`src/sv/matrix_transpose_buffer_macros.svh`:
```
// Assertion macros for the corner-turn buffer controller
`ifndef MATRIX_TRANSPOSE_BUFFER_MACROS_SVH
`define MATRIX_TRANSPOSE_BUFFER_MACROS_SVH

// same-cycle implication, clocked on clk, off during reset
`define MTB_ASSERT_NOW(label, ante, cons) \
    label: assert property (@(posedge clk) disable iff (!rst_n) (ante) |-> (cons)) \
        else $error("corner-turn check failed");

// next-cycle implication
`define MTB_ASSERT_NEXT(label, ante, cons) \
    label: assert property (@(posedge clk) disable iff (!rst_n) (ante) |=> (cons)) \
        else $error("corner-turn sequencing check failed");

`endif

```
`src/sv/mtb_pkg.sv`:
```
// Shared constants and types for the corner-turn buffer
package mtb_pkg;

    localparam int MAX_ROWS    = 64;
    localparam int MAX_COLS    = 64;
    localparam int ELEM_WIDTH  = 64;
    localparam int STORE_DEPTH = MAX_ROWS * MAX_COLS;
    localparam int STORE_AW    = $clog2(STORE_DEPTH);
    localparam int COUNT_W     = $clog2(STORE_DEPTH + 1);
    localparam int ROW_IW      = (MAX_ROWS > 1) ? $clog2(MAX_ROWS) : 1;
    localparam int COL_IW      = (MAX_COLS > 1) ? $clog2(MAX_COLS) : 1;
    localparam int DIM_W       = 7;
    localparam int CFG_IDX_W   = 1;
    localparam int DATA_W      = 64;

    localparam logic [CFG_IDX_W-1:0] REG_ROW_COUNT    = 1'd0;
    localparam logic [CFG_IDX_W-1:0] REG_COLUMN_COUNT = 1'd1;

    localparam logic CMD_LOAD = 1'b0;
    localparam logic CMD_READ = 1'b1;

    // controller to datapath command bundle
    typedef struct packed {
        logic                wr_en;
        logic [STORE_AW-1:0] wr_addr;
        logic                rd_en;
        logic [STORE_AW-1:0] rd_addr;
        logic                last;
    } mtb_cmd_t;

endpackage

```
`src/sv/mtb_ctrl.sv`:
```
// Controller: config registers, load/read counters and result sequencing
`include "matrix_transpose_buffer_macros.svh"

module mtb_ctrl
    import mtb_pkg::*;
(
    input  logic                 clk,
    input  logic                 rst_n,
    input  logic                 start,
    input  logic                 cmd,
    output logic                 busy,
    output logic                 result_strobe,
    input  logic                 cfg_valid,
    output logic                 cfg_ready,
    input  logic [CFG_IDX_W-1:0] cfg_index,
    input  logic [DIM_W-1:0]     cfg_data,
    output mtb_cmd_t             ctl
);

    localparam logic ST_IDLE = 1'b0;
    localparam logic ST_SHOW = 1'b1;

    logic               state_reg, state_next;
    logic [DIM_W-1:0]   row_cfg_reg, row_cfg_next;
    logic [DIM_W-1:0]   col_cfg_reg, col_cfg_next;
    logic [COUNT_W-1:0] load_count_reg, load_count_next;
    logic [ROW_IW-1:0]  read_row_reg, read_row_next;
    logic [COL_IW-1:0]  read_col_reg, read_col_next;
    logic               emitting_reg, emitting_next;

    logic [DIM_W-1:0]         rows, cols;
    logic [COUNT_W-1:0]       total;
    logic [2*DIM_W-1:0]       total_full;
    logic [2*DIM_W-1:0]       addr_full;
    logic                     accept, cfg_fire;
    logic                     do_load, do_read;
    logic                     row_end, col_end;

    // zero acts as one, anything past the maximum as the maximum
    always_comb
    begin
        if (row_cfg_reg == '0)
            rows = DIM_W'(1);
        else if (row_cfg_reg > DIM_W'(MAX_ROWS))
            rows = DIM_W'(MAX_ROWS);
        else
            rows = row_cfg_reg;
        if (col_cfg_reg == '0)
            cols = DIM_W'(1);
        else if (col_cfg_reg > DIM_W'(MAX_COLS))
            cols = DIM_W'(MAX_COLS);
        else
            cols = col_cfg_reg;
    end

    assign total_full = (2*DIM_W)'(rows) * (2*DIM_W)'(cols);
    assign total      = COUNT_W'(total_full);

    assign busy      = (state_reg == ST_SHOW);
    assign cfg_ready = !busy;
    assign accept    = start && !busy;
    assign cfg_fire  = cfg_valid && cfg_ready;
    assign do_load   = accept && (cmd == CMD_LOAD) && !emitting_reg && (load_count_reg < total);
    assign do_read   = accept && (cmd == CMD_READ) && emitting_reg;

    assign row_end = (DIM_W'(read_row_reg) == rows - DIM_W'(1));
    assign col_end = (DIM_W'(read_col_reg) == cols - DIM_W'(1));

    // row-major address of element (row, column)
    assign addr_full = (2*DIM_W)'(read_row_reg) * (2*DIM_W)'(cols) + (2*DIM_W)'(read_col_reg);

    always_comb
    begin
        ctl.wr_en   = do_load;
        ctl.wr_addr = load_count_reg[STORE_AW-1:0];
        ctl.rd_en   = do_read;
        ctl.rd_addr = addr_full[STORE_AW-1:0];
        ctl.last    = row_end && col_end;
    end

    always_comb
    begin
        state_next      = state_reg;
        row_cfg_next    = row_cfg_reg;
        col_cfg_next    = col_cfg_reg;
        load_count_next = load_count_reg;
        read_row_next   = read_row_reg;
        read_col_next   = read_col_reg;
        emitting_next   = emitting_reg;

        case (state_reg)
            ST_IDLE:
            begin
                if (do_read)
                    state_next = ST_SHOW;
            end
            ST_SHOW:
            begin
                state_next = ST_IDLE;
            end
            default:
            begin
                state_next = ST_IDLE;
            end
        endcase

        if (do_load)
        begin
            load_count_next = load_count_reg + COUNT_W'(1);
            if (load_count_next >= total)
                emitting_next = 1'b1;
        end

        if (do_read)
        begin
            if (row_end && col_end)
            begin
                load_count_next = '0;
                read_row_next   = '0;
                read_col_next   = '0;
                emitting_next   = 1'b0;
            end
            else if (!row_end)
            begin
                read_row_next = read_row_reg + ROW_IW'(1);
            end
            else
            begin
                read_row_next = '0;
                read_col_next = read_col_reg + COL_IW'(1);
            end
        end

        // a register write restarts loading; stored words stay
        if (cfg_fire && (cfg_index == REG_ROW_COUNT || cfg_index == REG_COLUMN_COUNT))
        begin
            if (cfg_index == REG_ROW_COUNT)
                row_cfg_next = cfg_data;
            else
                col_cfg_next = cfg_data;
            load_count_next = '0;
            read_row_next   = '0;
            read_col_next   = '0;
            emitting_next   = 1'b0;
        end
    end

    always_ff @(posedge clk or negedge rst_n)
    begin
        if (!rst_n)
        begin
            state_reg      <= ST_IDLE;
            row_cfg_reg    <= DIM_W'(1);
            col_cfg_reg    <= DIM_W'(1);
            load_count_reg <= '0;
            read_row_reg   <= '0;
            read_col_reg   <= '0;
            emitting_reg   <= 1'b0;
        end
        else
        begin
            state_reg      <= state_next;
            row_cfg_reg    <= row_cfg_next;
            col_cfg_reg    <= col_cfg_next;
            load_count_reg <= load_count_next;
            read_row_reg   <= read_row_next;
            read_col_reg   <= read_col_next;
            emitting_reg   <= emitting_next;
        end
    end

    assign result_strobe = (state_reg == ST_SHOW);

    `MTB_ASSERT_NEXT(a_read_gives_result, do_read, result_strobe)
    `MTB_ASSERT_NOW(a_load_bounded, 1'b1, load_count_reg <= total)
    `MTB_ASSERT_NOW(a_emit_only_full, emitting_reg, load_count_reg == total)
    `MTB_ASSERT_NOW(a_row_in_range, 1'b1, DIM_W'(read_row_reg) < rows)

endmodule
```
`config.mk`:
```
export PLATFORM = sky130hd
export DESIGN_NAME = mtb_ctrl
export DESIGN_NICKNAME = d
export VERILOG_FILES = /design/src/sv/mtb_pkg.sv /design/src/sv/mtb_ctrl.sv
export VERILOG_INCLUDE_DIRS = /design/src /design/src/sv
export SDC_FILE = /design/constraint.sdc
export NUM_CORES = 1
export LEC_CHECK = 0
export ABC_AREA = 1
export BUFFER_PORTS_ARGS = -buffer_cell sky130_fd_sc_hd__buf_2
export CAP_MARGIN = 20
export CORE_MARGIN = 1
export CORE_UTILIZATION = 60
export CTS_CLUSTER_DIAMETER = 30
export DETAILED_ROUTE_END_ITERATION = 7
export PLACE_DENSITY = 0.88
export SYNTH_ARGS = -nofsm -noshare
export SYNTH_HDL_FRONTEND = slang
export SYNTH_SLANG_ARGS = --single-unit
```
`constraint.sdc`:
```
create_clock -name clk -period 9.4 [get_ports clk]
set_input_delay 0 -clock clk [delete_from_list [all_inputs] [get_ports clk]]
set_output_delay 0 -clock clk [all_outputs]
set_load 0.005 [all_outputs]
```
# After elaboration in Yosys (flattened, before gate mapping)
# Cells that the tools add are included.
[word_totals]
latch_bits = 0
inputBits = 13
out_inout_bits = 30
rom_bits = 0
mem_count = 0
register_bits = 41
ram_bits = 0
[op_classes]
mux = 23
n_bitwise = 3
n_eq_ne = 2
n_mul = 2
n_addsub = 6
reduce_logical = 17
shifts = 0
magnitude_cmp = 4
div = 0
[op_table]
columns = ["cell", "n"]
rows = [
  ["two-way mux 13 bit", 4],
  ["two-way mux 6 bit", 8],
  ["two-way mux 7 bit", 4],
  ["equality test 6 x 7 -> 1 bit", 2],
  ["> comparator 7 bit (second input constant)", 2],
  ["logical NOT 7 bit", 2],
  ["subtractor 7 x 1 -> 7 bit (second input constant)", 2],
  ["adder 13 x 1 -> 13 bit (second input constant)", 1],
  ["greater-or-equal comparator 13 bit", 1],
  ["< comparator 13 bit", 1],
  ["multiplier 7 x 7 -> 13 bit", 1],
  ["adder 12 x 6 -> 12 bit", 1],
  ["adder 6 x 1 -> 6 bit (second input constant)", 2],
  ["multiplier 6 x 7 -> 12 bit", 1],
  ["logical AND 1 bit", 8],
  ["two-way mux 1 bit", 6],
  ["AND reduction 2 bit", 3],
  ["NOT 1 bit", 3],
  ["nonzero test 3 bit", 1],
  ["logical NOT 1 bit", 2],
  ["one-hot mux 1 bit (2 select lines)", 1],
  ["nonzero test 2 bit", 1],
]

# Longest topological paths before layout
# Gate-level depths: netlist of the first run.
[depth]
word_depth = 10
depth_mapped = 35

# Worst setup path before layout of the first run
# OpenSTA, ideal clock, no wires.
[synth_path]
path_kind = "reg2reg"
from = "reg row_cfg_reg[6]"
to = "reg load_count_reg[5]"
n_path_buf = 3
stages_incl_launch_ff = 32
path_slack_ps = 3884
required_time_ps = 9283
arrival_time_ps = 5400
path_cell_list = "dfrtp_1 -> buf_6 -> inv_4 -> buf_6 -> nand4_1 -> nand2_2 -> nand2_1 -> fa_1 -> fa_1 -> inv_1 -> fa_1 -> inv_1 -> fa_1 -> inv_1 -> ha_1 -> nand2_1 -> nor3_1 -> a21oi_1 -> xor2_1 -> ha_1 -> inv_1 -> nor3_1 -> o21ai_0 -> nand3_1 -> nand2_1 -> nand3_1 -> nand3_1 -> nand2_2 -> buf_4 -> nand2_1 -> nand2_2 -> nor2_1"
[synth_via]
elab_chain_len = 10
[synth_rtl]
columns = ["item", "line", "rtl"]
rows = [
  ["start, declared", "mtb_ctrl.sv:24", "logic [DIM_W-1:0] row_cfg_reg, row_cfg_next;"],
  ["start signal, assigned", "mtb_ctrl.sv:163", "row_cfg_reg <= row_cfg_next;"],
  ["> comparator 7 bit", "mtb_ctrl.sv:44", "else if (row_cfg_reg > DIM_W'(MAX_ROWS))"],
  ["two-way mux 7 bit", "mtb_ctrl.sv:44", ""],
  ["two-way mux 7 bit (*)", "mtb_ctrl.sv:42", "if (row_cfg_reg == '0)"],
  ["multiplier 7 x 7 -> 13 bit", "mtb_ctrl.sv:56", "assign total_full = (2*DIM_W)'(rows) * (2*DIM_W)'(cols);"],
  ["< comparator 13 bit", "mtb_ctrl.sv:63", "assign do_load = accept && (cmd == CMD_LOAD) && !emitting_reg && (load_count_reg < total);"],
  ["logical AND 1 bit", "mtb_ctrl.sv:63", ""],
  ["two-way mux 13 bit", "mtb_ctrl.sv:107", "if (do_load)"],
  ["two-way mux 13 bit", "mtb_ctrl.sv:116", "if (row_end && col_end)"],
  ["two-way mux 13 bit (*)", "mtb_ctrl.sv:114", "if (do_read)"],
  ["two-way mux 13 bit (*)", "mtb_ctrl.sv:135", "if (cfg_fire && (cfg_index == REG_ROW_COUNT || cfg_index == REG_COLUMN_COUNT))"],
  ["named net load_count_next[5]", "mtb_ctrl.sv:26", "logic [COUNT_W-1:0] load_count_reg, load_count_next;"],
  ["end signal, assigned", "mtb_ctrl.sv:165", "load_count_reg <= load_count_next;"],
  ["end, declared", "mtb_ctrl.sv:26", ""],
]
# Mark *: on every way through the listed nets, which the timed path passes. The rest lies on a longest branch.
# A chain may end at the register's enable or synchronous reset.

==> results of run 1 <==
## worst min-delay path by stage
stage                            from                     endpoint  slack [ns]  cells after the start
after detailed placement        rst_n  load_count_reg[9]$_DFF_PN0_        0.20                      1
final                     cfg_data[1]   col_cfg_reg[1]$_DFFE_PN0P_       0.002                      3
after floorplan                 rst_n               busy$_DFF_PN0_       -0.30                      0
after CTS                 cfg_data[1]   col_cfg_reg[1]$_DFFE_PN0P_       0.003                      3
after global routing      cfg_data[1]   col_cfg_reg[1]$_DFFE_PN0P_        0.03                      3
after global placement          rst_n  load_count_reg[9]$_DFF_PN0_        0.19                      1
## cell type report
type                       instances  share of cell area (%)
sequential                        41                    15.2
clock buffer                       7                    1.27
tap                              136                    2.51
inverter                         149                    8.30
timing repair buffer              51                    4.43
clock inverter                     1                   0.443
multi-input combinational        653                    67.8
## power groups by stage
stage / clock (uW) / sequential (uW) / combinational [uW]
after CTS: 155 / 276 / 795
after floorplan: 0 / 258 / 644
final: 152 / 278 / 798
after detailed placement: 0 / 279 / 781
after global routing: 161 / 284 / 914
after global placement: 0 / 279 / 754
## metal layers
layer  share of wire, %  wire [um]
met2                 49       6970
met3                6.7        956
met4                2.7        386
met1                 42       5960
met5                  0          0
## kinds of logic after synthesis
family / Yosys count / share of synthesized area [%]
and+or+nand+nor: 396 / 27.1
AOI/OAI and AO/OA: 76 / 6.64
DFF: 41 / 16.0
xor gates and xnor gates: 48 / 6.56
buffers and inverters: 181 / 12.3
adders and majority gates: 133 / 31.3
## critical path, delay by kind of cell, from the launching register on
kind / cells / cell delay (ns)
adders and majority gates: 6 / 2.74
and+or+nand+nor: 13 / 1.80
buffers and inverters: 7 / 0.69
DFF: 1 / 0.46
AOI/OAI and AO/OA: 2 / 0.26
xor gates and xnor gates: 1 / 0.17
## cells in the mapped netlist (5+ instances only)
library cell and number:
clkbuf_1 6, nand2_4 8, nand2_1 182, nor3_1 15
buf_4 18, nand2_2 12, xnor2_1 11, nand3_1 49
xor2_1 37, dfrtp_1 39, nand4_1 11, a21oi_1 26
ha_1 87, fa_1 46, nor2_1 106, o21ai_1 5
inv_1 143, o21ai_0 28
## repair_timing
| action | CTS | global route |
|---|---|---|
| hold buffers | 9 | 0 |
| setup buffers | 0 | 0 |
| hold endpoints to repair | 52 | 0 |
| setup endpoints to repair | 0 | 0 |
## metrics by stage
stage	setup WS [ns]	power, uW	std cells	cell area (um2)
final	2.95	1230	1038	6770
after floorplan	3.88	902	875	6410
after global placement	3.33	1030	1021	6570
after detailed placement	3.20	1060	1021	6570
after CTS	2.99	1230	1038	6770
after global routing	2.45	1360	1038	6770
==> run summary, run 1 <==
drt first pass iters -> 6
clock slew at reported path FFs -> 0.08 ns
Die W -> 105 um
crit share post-route -> 68.7%
I/O Buffers -> 42
first-pass GRT wire length -> 24.5 mm
Worst EP arrival -> 6.45 ns
# setup viols final -> 0
M1 GR Usage -> 34.3%
Initial Util -> 62.1%
# H-tree levels -> 2
Syn Area/Cell -> 7.33 um2
Filler cells -> 891
most frequent cells in the layout -> nand2_1, inv_1, nor2_1
status -> completed
sw power -> 622 uW
Critical Path RT -> 9.40 ns
Congestion Overflow GR -> 0
max reg flops -> 13
Comb power frac -> 65.0%
Worst Tran Pin Value -> 0.963 ns
area of the mapped netlist -> 6410 um2
r2r setup slk -> 3.12 ns
worst r2r src -> col_cfg_reg[4]$_DFFE_PN0P_
peak fanout along the critical path -> 27
Clock Skews -> 0.00963 ns
CTS Buf Count -> 5
Cells after Synth -> 875
gpl congestion -> 0.959
final core occ -> 65.6%
unrepaired setup endpoints after global routing -> false
share of the synthesized area in the top cell type -> 17.0%
sequential share of the synthesized area -> 16.0%
drt total wl -> 14.3 mm
Global Route met3 Usage -> 2.91%
share of cells above drive strength 1 -> 9.76%
Async SR Flop Fraction -> 100%
drt first-iter violations -> 469
vias in the first global route -> 5483
switching share of power -> 50.6%
min Tclk post-route -> 6.45 ns
Max VDD drop -> 0.144 mV
Clock Sink Count -> 41
Slowest-stage cell, CP -> fa_1
internal power -> 606 uW
Multi-input gate area -> 4590 um2
CTS tree -> built
CP Capture Type -> output port
Seq pwr share -> 22.6%
Avg WL per Cell -> 13.8 um
Core ar. -> 10300 um2
relative slew slack -> 35.8%
total power per unit cell area -> 181 nW/um2
Root Buffer Master -> clkbuf_8
drt via density -> 5.44
antenna violations before repair -> 0
Worst setup SP type -> flop
R2R depth -> 30
Area contributors post-synth -> ha_1, dfrtp_1, fa_1, nand2_1, inv_1
Achievable Freq -> 0.155 GHz
end point of the critical path -> ctl[26]
reg-to-reg endpoint -> load_count_reg[9]$_DFF_PN0_
critical path type -> reg -> out
clock insertion delay at the later pin of the skew report -> 0.31 ns
EDFF count, synth -> 0
vias post-DR -> 5643
Sum Neg Setup Slack -> 0 ns
hold crit path type -> in -> reg
Max Transition Viols Final -> 0
largest net degree at the start of global routing -> 42
die area -> 11100 um2
row count -> 37
Die Height -> 105 um
FF/Latch Area -> 1030 um2
YS warnings -> 0
IO Pins -> 43
leakage power -> 0.00389 uW
Inserted Diodes -> 0
met2 Usage GRT -> 47.9%
Final ANT Viol Nets -> 0
Synth cell types -> 43
CTS resizes -> 0
hold_ws -> 0.00188 ns
ys flop type -> dfrtp_1
Hold Vio Cnt, Final -> 0
syn nets -> 1021
# Max-Cap Violations -> 0
DRC viols -> 0
most crowded layer after global routing -> met2
Max stage delay on crit path -> 0.55 ns
Max clock buf depth -> 2
cell taking the most area after synthesis -> ha_1
clock share of power -> 12.3%
dpl hpwl -> 11.7 mm
GRT Util Overall -> 27.1%
most used cell, CP -> inv_1
post-synthesis register bit count -> 41
Nets -> 1047
area growth from synthesis to layout -> 5.62%
commonest non-fill, non-tap cell in the layout -> nand2_1
Worst Setup SP -> col_cfg_reg[4]$_DFFE_PN0P_
Power figures use the tool's default switching activity.
==> run 2: changes to the inputs <==
- clock period: 9.4 -> 6.52 ns (I/O delays scaled with it)
==> run 2 against run 1 <==
Sequential power up 45%. Sequential share of layout area decreased by 0.15 points. Hold slack better by 0.13 ns. Largest cell class unchanged. Design area up 1.1%. Combinational power up 47%. Critical path depth unchanged. Highest routed layer unchanged.
==> run summary, run 2 (synthesis gave the netlist of run 1 again) <==
status -> completed (unchanged)
die area -> 11100 um2 (unchanged)
hold depth -> 3 (unchanged)
relative slew slack -> 36.5% (was 35.8%)
Avg WL per Cell -> 13.7 um (was 13.8 um)
R2R depth -> 31 (was 30)
gpl congestion -> 0.956 (was 0.959)
Hold Vio Cnt, Final -> 0 (unchanged)
# setup viols final -> 0 (unchanged)
hold path startpoint -> cfg_index (was cfg_data[1])
commonest non-fill, non-tap cell in the layout -> nand2_1 (unchanged)
Achievable Freq -> 0.163 GHz
CTS tree -> built (unchanged)
DRC viols -> 0 (unchanged)
Max stage delay on crit path -> 0.56 ns (was 0.55 ns)
Worst setup SP type -> flop (unchanged)
most used cell, CP -> inv_1 (unchanged)
placed inst area -> 6590 um2 (was 6570 um2)
hold crit path type -> in -> reg (unchanged)
clock insertion delay at the later pin of the skew report -> 0.32 ns (was 0.31 ns)
leakage power -> 0.00392 uW (was 0.00389 uW)
Die Height -> 105 um (unchanged)
most frequent cells in the layout -> nand2_1, inv_1, nor2_1 (unchanged)
final core occ -> 66.3% (was 65.6%)
clock slew at reported path FFs -> 0.08 ns (about the same)
GRT Util Overall -> 27.5% (was 27.1%)
CTS Buf Count -> 5 (unchanged)
Final ANT Viol Nets -> 0 (unchanged)
drt first pass iters -> 5 (was 6)
dpl hpwl -> 11.4 mm (was 11.7 mm)
I/O Buffers -> 42 (unchanged)
antenna violations before repair -> 0 (unchanged)
Initial Util -> 62.1% (unchanged)
share of cells above drive strength 1 -> 10.8% (was 9.76%)
Critical Path RT -> 6.52 ns (was 9.40 ns)
Max VDD drop -> 0.200 mV (was 0.144 mV)
Worst Tran Pin Value -> 0.952 ns (was 0.963 ns)
post-route cell area -> 6850 um2 (was 6770 um2)
first-pass GRT wire length -> 24.6 mm (was 24.5 mm)
crit share post-route -> 94.0%
Core ar. -> 10300 um2 (unchanged)
worst r2r src -> col_cfg_reg[4]$_DFFE_PN0P_ (unchanged)
largest net degree at the start of global routing -> 42 (unchanged)
peak fanout along the critical path -> 9 (was 27)
Congestion Overflow GR -> 0 (unchanged)
Die W -> 105 um (unchanged)
Max Transition Viols Final -> 0 (unchanged)
hold_ws -> 0.132 ns (was 0.00188 ns)
Max clock buf depth -> 2 (unchanged)
IO Pins -> 43 (unchanged)
Slowest-stage cell, CP -> fa_1 (unchanged)
r2r setup slk -> 0.42 ns (was 3.12 ns)
reg-to-reg endpoint -> load_count_reg[9]$_DFF_PN0_ (unchanged)
vias post-DR -> 5653 (was 5643)
Clock Skews -> 0.00933 ns (was 0.00963 ns)
hold-critical path endpoint -> row_cfg_reg[0]$_DFFE_PN1P_ (was col_cfg_reg[1]$_DFFE_PN0P_)
area growth from synthesis to layout -> 6.83% (was 5.62%)
critical path type -> reg -> out (unchanged)
drt via density -> 5.41 (was 5.44)
drt total wl -> 14.3 mm (about the same)
min Tclk post-route -> 6.13 ns
total power per unit cell area -> 263 nW/um2 (was 181 nW/um2)
max reg flops -> 13 (unchanged)
vias in the first global route -> 5510 (was 5483)
Inserted Diodes -> 0 (unchanged)
Nets -> 1054 (was 1047)
drt first-iter violations -> 430 (was 469)
Clock Sink Count -> 41 (unchanged)
CP Capture Type -> output port (unchanged)
# H-tree levels -> 2 (unchanged)
row count -> 37 (unchanged)
Root Buffer Master -> clkbuf_8 (unchanged)
Worst EP arrival -> 6.13 ns (was 6.45 ns)
# Max-Cap Violations -> 0 (unchanged)
[run 2: what timing repair did]
| action | in CTS | in global routing |
|---|---|---|
| endpoints found under the hold margin | 54 | 0 |
| resized for setup | 0 | 6 |
| hold buffers | 10 | 0 |
| endpoints found under the setup margin | 0 | 15 |
| buffers inserted | 0 | 2 |
[run 2: per-layer routing]
layer  GRT usage, %  wire length [um]  up-vias
met1           35.0              6220     2636
met5              0                 0        -
met3           3.34               785       37
met4           11.9               416        0
li1               -                 -     2793
met2           47.0              6910      187
[run 2: metrics by stage]
stage | TNS, ns | worst slack [ns] | power [uW] | std cells
floorplan | 0 | 1.00 | 1300 | 875
global placement | 0 | 0.425 | 1500 | 1024
detailed placement | 0 | 0.311 | 1530 | 1024
CTS | 0 | 0.0614 | 1770 | 1042
global route | -0.0787 | -0.0429 | 2000 | 1045
finish | 0 | 0.388 | 1800 | 1045
[run 2: how the worst max path moves through the flow]
stage	from	slack, ns	endpoint	depth (start not counted)
after global placement	col_cfg_reg[4]$_DFFE_PN0P_	0.42	load_count_reg[0]$_DFF_PN0_	30
after CTS	col_cfg_reg[4]$_DFFE_PN0P_	0.06	ctl[26]	29
after global routing	col_cfg_reg[4]$_DFFE_PN0P_	-0.04	ctl[26]	29
after detailed placement	col_cfg_reg[4]$_DFFE_PN0P_	0.31	load_count_reg[9]$_DFF_PN0_	30
after floorplan	row_cfg_reg[6]$_DFFE_PN0P_	1.00	load_count_reg[5]$_DFF_PN0_	31
final	col_cfg_reg[4]$_DFFE_PN0P_	0.39	ctl[26]	29
[run 2: critical path: cells and delay by family (launching register included)]
kind | cells | cell delay [ns]
flops | 1 | 0.47
fa+ha+maj | 6 | 2.73
buf+inv | 7 | 0.55
xor+xnor | 1 | 0.13
compound gates | 3 | 0.47
simple gates | 12 | 1.46
[run 2: layout make-up]
| class | instances | area, um2 |
|---|---|---|
| Timing Repair Buffer | 57 | 348 |
| Tap cell | 136 | 170 |
| Clock inverter | 2 | 37.5 |
| Sequential cell | 41 | 1030 |
| Fill cell | 851 | 3470 |
| Inverter | 149 | 566 |
| Clock buffer | 6 | 82.6 |
| Multi-Input combinational cell | 654 | 4620 |
[run 2: report_power, final]
group          internal [uW]  leakage (uW)  switching, uW  total [uW]
logic                    447       0.00333            725        1170
clock network            125     0.0000574            100         225
registers                312      0.000530           91.3         403
==> run 3: changes to the inputs <==
- REMOVE_ABC_BUFFERS: default -> 1
==> run 3 against run 2 <==
Sequential share of layout area increased by 0.11 points. Global-route usage decreased by 0.18 points. Die area did not move. Power down 3.3%. Critical path depth is 2 higher. Design area fell by 0.73%.
==> run summary, run 3 (synthesis gave the netlist of run 1 again) <==
status -> completed (unchanged)
Worst EP arrival -> 6.03 ns (was 6.13 ns)
Power Total -> 1740 uW (was 1800 uW)
Max VDD drop -> 0.212 mV (was 0.200 mV)
I/O Buffers -> 42 (unchanged)
CTS Buf Count -> 5 (unchanged)
Seq pwr share -> 23.3% (was 22.4%)
CP Capture Type -> output port (unchanged)
hold_ws -> 0.159 ns (was 0.132 ns)
peak fanout along the critical path -> 9 (unchanged)
die area -> 11100 um2 (unchanged)
area growth from synthesis to layout -> 6.05% (was 6.83%)
Die Height -> 105 um (unchanged)
switching share of power -> 52.1% (was 50.9%)
Avg WL per Cell -> 13.6 um (was 13.7 um)
met2 Usage GRT -> 46.8% (was 47.0%)
leakage power -> 0.00390 uW (was 0.00392 uW)
buffer and inverter count on the worst path -> 8 (was 7)
Slowest-stage cell, CP -> dfstp_2 (was fa_1)
final core occ -> 65.9% (was 66.3%)
vias post-DR -> 5667 (was 5653)
post-route cell area -> 6800 um2 (was 6850 um2)
Max Transition Viols Final -> 0 (unchanged)
Max stage delay on crit path -> 0.58 ns (was 0.56 ns)
Max clock buf depth -> 2 (unchanged)
relative slew slack -> 36.1% (was 36.5%)
Congestion Overflow GR -> 0 (unchanged)
drt via density -> 5.43 (was 5.41)
unrepaired setup endpoints after global routing -> false
Sum Neg Setup Slack -> 0 ns (unchanged)
gpl congestion -> 0.941 (was 0.956)
share of cells above drive strength 1 -> 10.6% (was 10.8%)
# H-tree levels -> 2 (unchanged)
Multi-input gate area -> 4620 um2 (about the same)
Core ar. -> 10300 um2 (unchanged)
internal power -> 834 uW (was 883 uW)
Comb power frac -> 67.0% (was 65.1%)
Global Route met3 Usage -> 3.65% (was 3.34%)
Initial Util -> 62.1% (unchanged)
# setup viols final -> 0 (unchanged)
most frequent cells in the layout -> nand2_1, inv_1, nor2_1 (unchanged)
dpl hpwl -> 11.2 mm (was 11.4 mm)
hold crit path type -> in -> reg (unchanged)
Root Buffer Master -> clkbuf_8 (unchanged)
drt total wl -> 14.2 mm (was 14.3 mm)
first-pass GRT wire length -> 24.7 mm (was 24.6 mm)
Inserted Diodes -> 0 (unchanged)
Hold Vio Cnt, Final -> 0 (unchanged)
max reg flops -> 13 (unchanged)
Worst setup SP type -> flop (unchanged)
CTS tree -> built (unchanged)
clock share of power -> 9.8% (was 12.5%)
vias in the first global route -> 5542 (was 5510)
Achievable Freq -> 0.166 GHz (was 0.163 GHz)
antenna violations before repair -> 0 (unchanged)
Nets -> 1052 (was 1054)
# Max-Cap Violations -> 0 (unchanged)
Critical Path RT -> 6.52 ns (about the same)
Clock Sink Count -> 41 (unchanged)
FF/Latch Area -> 1030 um2 (unchanged)
min Tclk post-route -> 6.03 ns (was 6.13 ns)
sw power -> 906 uW (was 916 uW)
crit share post-route -> 92.5% (was 94.0%)
drt first pass iters -> 5 (unchanged)
largest net degree at the start of global routing -> 42 (unchanged)
clock slew at reported path FFs -> 0.08 ns (about the same)
Final ANT Viol Nets -> 0 (unchanged)
placed inst area -> 6570 um2 (was 6590 um2)
M1 GR Usage -> 34.8% (was 35.0%)
Worst Tran Pin Value -> 0.958 ns (was 0.952 ns)
CP top delay family -> adder cells (unchanged)
critical path type -> reg -> out (unchanged)
GRT Util Overall -> 27.3% (was 27.5%)
DRC viols -> 0 (unchanged)
most crowded layer after global routing -> met2 (unchanged)
row count -> 37 (unchanged)
IO Pins -> 43 (unchanged)
drt first-iter violations -> 425 (was 430)
clock insertion delay at the later pin of the skew report -> 0.31 ns (was 0.32 ns)
total power per unit cell area -> 256 nW/um2 (was 263 nW/um2)
commonest non-fill, non-tap cell in the layout -> nand2_1 (unchanged)
Filler cells -> 856 (was 851)
Die W -> 105 um (unchanged)
Clock Skews -> 0.00508 ns (was 0.00933 ns)
==> run 3: worst reg2reg max path, delay by kind of cell, from the launching register on <==
family | cells | cell delay (ns)
XOR/XNOR | 1 | 0.13
adder cells (fa/ha/maj) | 6 | 2.69
buffers and inverters | 7 | 0.60
flip-flops | 1 | 0.58
AND/OR/NAND/NOR | 17 | 1.60
AO/OA/AOI/OAI | 2 | 0.32
==> run 3: area by class of cell <==
type	count	area share, %
Sequential cell	41	15.1
Timing Repair Buffer	55	4.90
Clock inverter	2	0.147
Tap cell	136	2.50
Clock buffer	6	1.07
Multi-Input combinational cell	654	67.9
Inverter	149	8.32
==> run 3: power by group through the flow <==
stage | Sequential (uW) | Clock, uW | Combinational (uW)
final | 405 | 170 | 1170
after global placement | 404 | 0 | 1090
after floorplan | 383 | 0 | 859
after CTS | 401 | 175 | 1140
after global routing | 413 | 182 | 1350
after detailed placement | 404 | 0 | 1120
==> run 3: layer usage <==
layer	part of all wire [%]	up-vias
li1	-	2788
met1	43	2637
met2	48	207
met3	6.3	35
met4	2.6	0
met5	0	-
==> run 3: worst paths after layout <==
| path | from | endpoint | slack, ns | cells after the start |
|---|---|---|---|---|
| max reg2reg | col_cfg_reg[0]$_DFFE_PN1P_ | load_count_reg[9]$_DFF_PN0_ | 0.51 | 33 |
| min in group asynchronous | rst_n | busy$_DFF_PN0_ | 0.37 | 2 |
| min | cfg_index | row_cfg_reg[0]$_DFFE_PN1P_ | 0.16 | 3 |
| min reg2reg | col_cfg_reg[0]$_DFFE_PN1P_ | col_cfg_reg[0]$_DFFE_PN1P_ | 0.54 | 2 |
| max | col_cfg_reg[0]$_DFFE_PN1P_ | ctl[26] | 0.49 | 31 |
| max in group asynchronous | rst_n | col_cfg_reg[6]$_DFFE_PN0P_ | 5.47 | 2 |
==> run 3: timing repair <==
item / 4_1_cts / 5_1_grt
setup endpoints to repair: 0 / 15
buffers inserted: 0 / 2
hold endpoints to repair: 54 / 0
resized for setup: 0 / 7
hold buffers: 10 / 0
==> run 3: metrics by stage <==
step | std cells | worst slack [ns]
global route | 1043 | 0.0189
finish | 1043 | 0.490
global placement | 1022 | 0.503
floorplan | 843 | 0.934
detailed placement | 1022 | 0.403
CTS | 1040 | 0.127
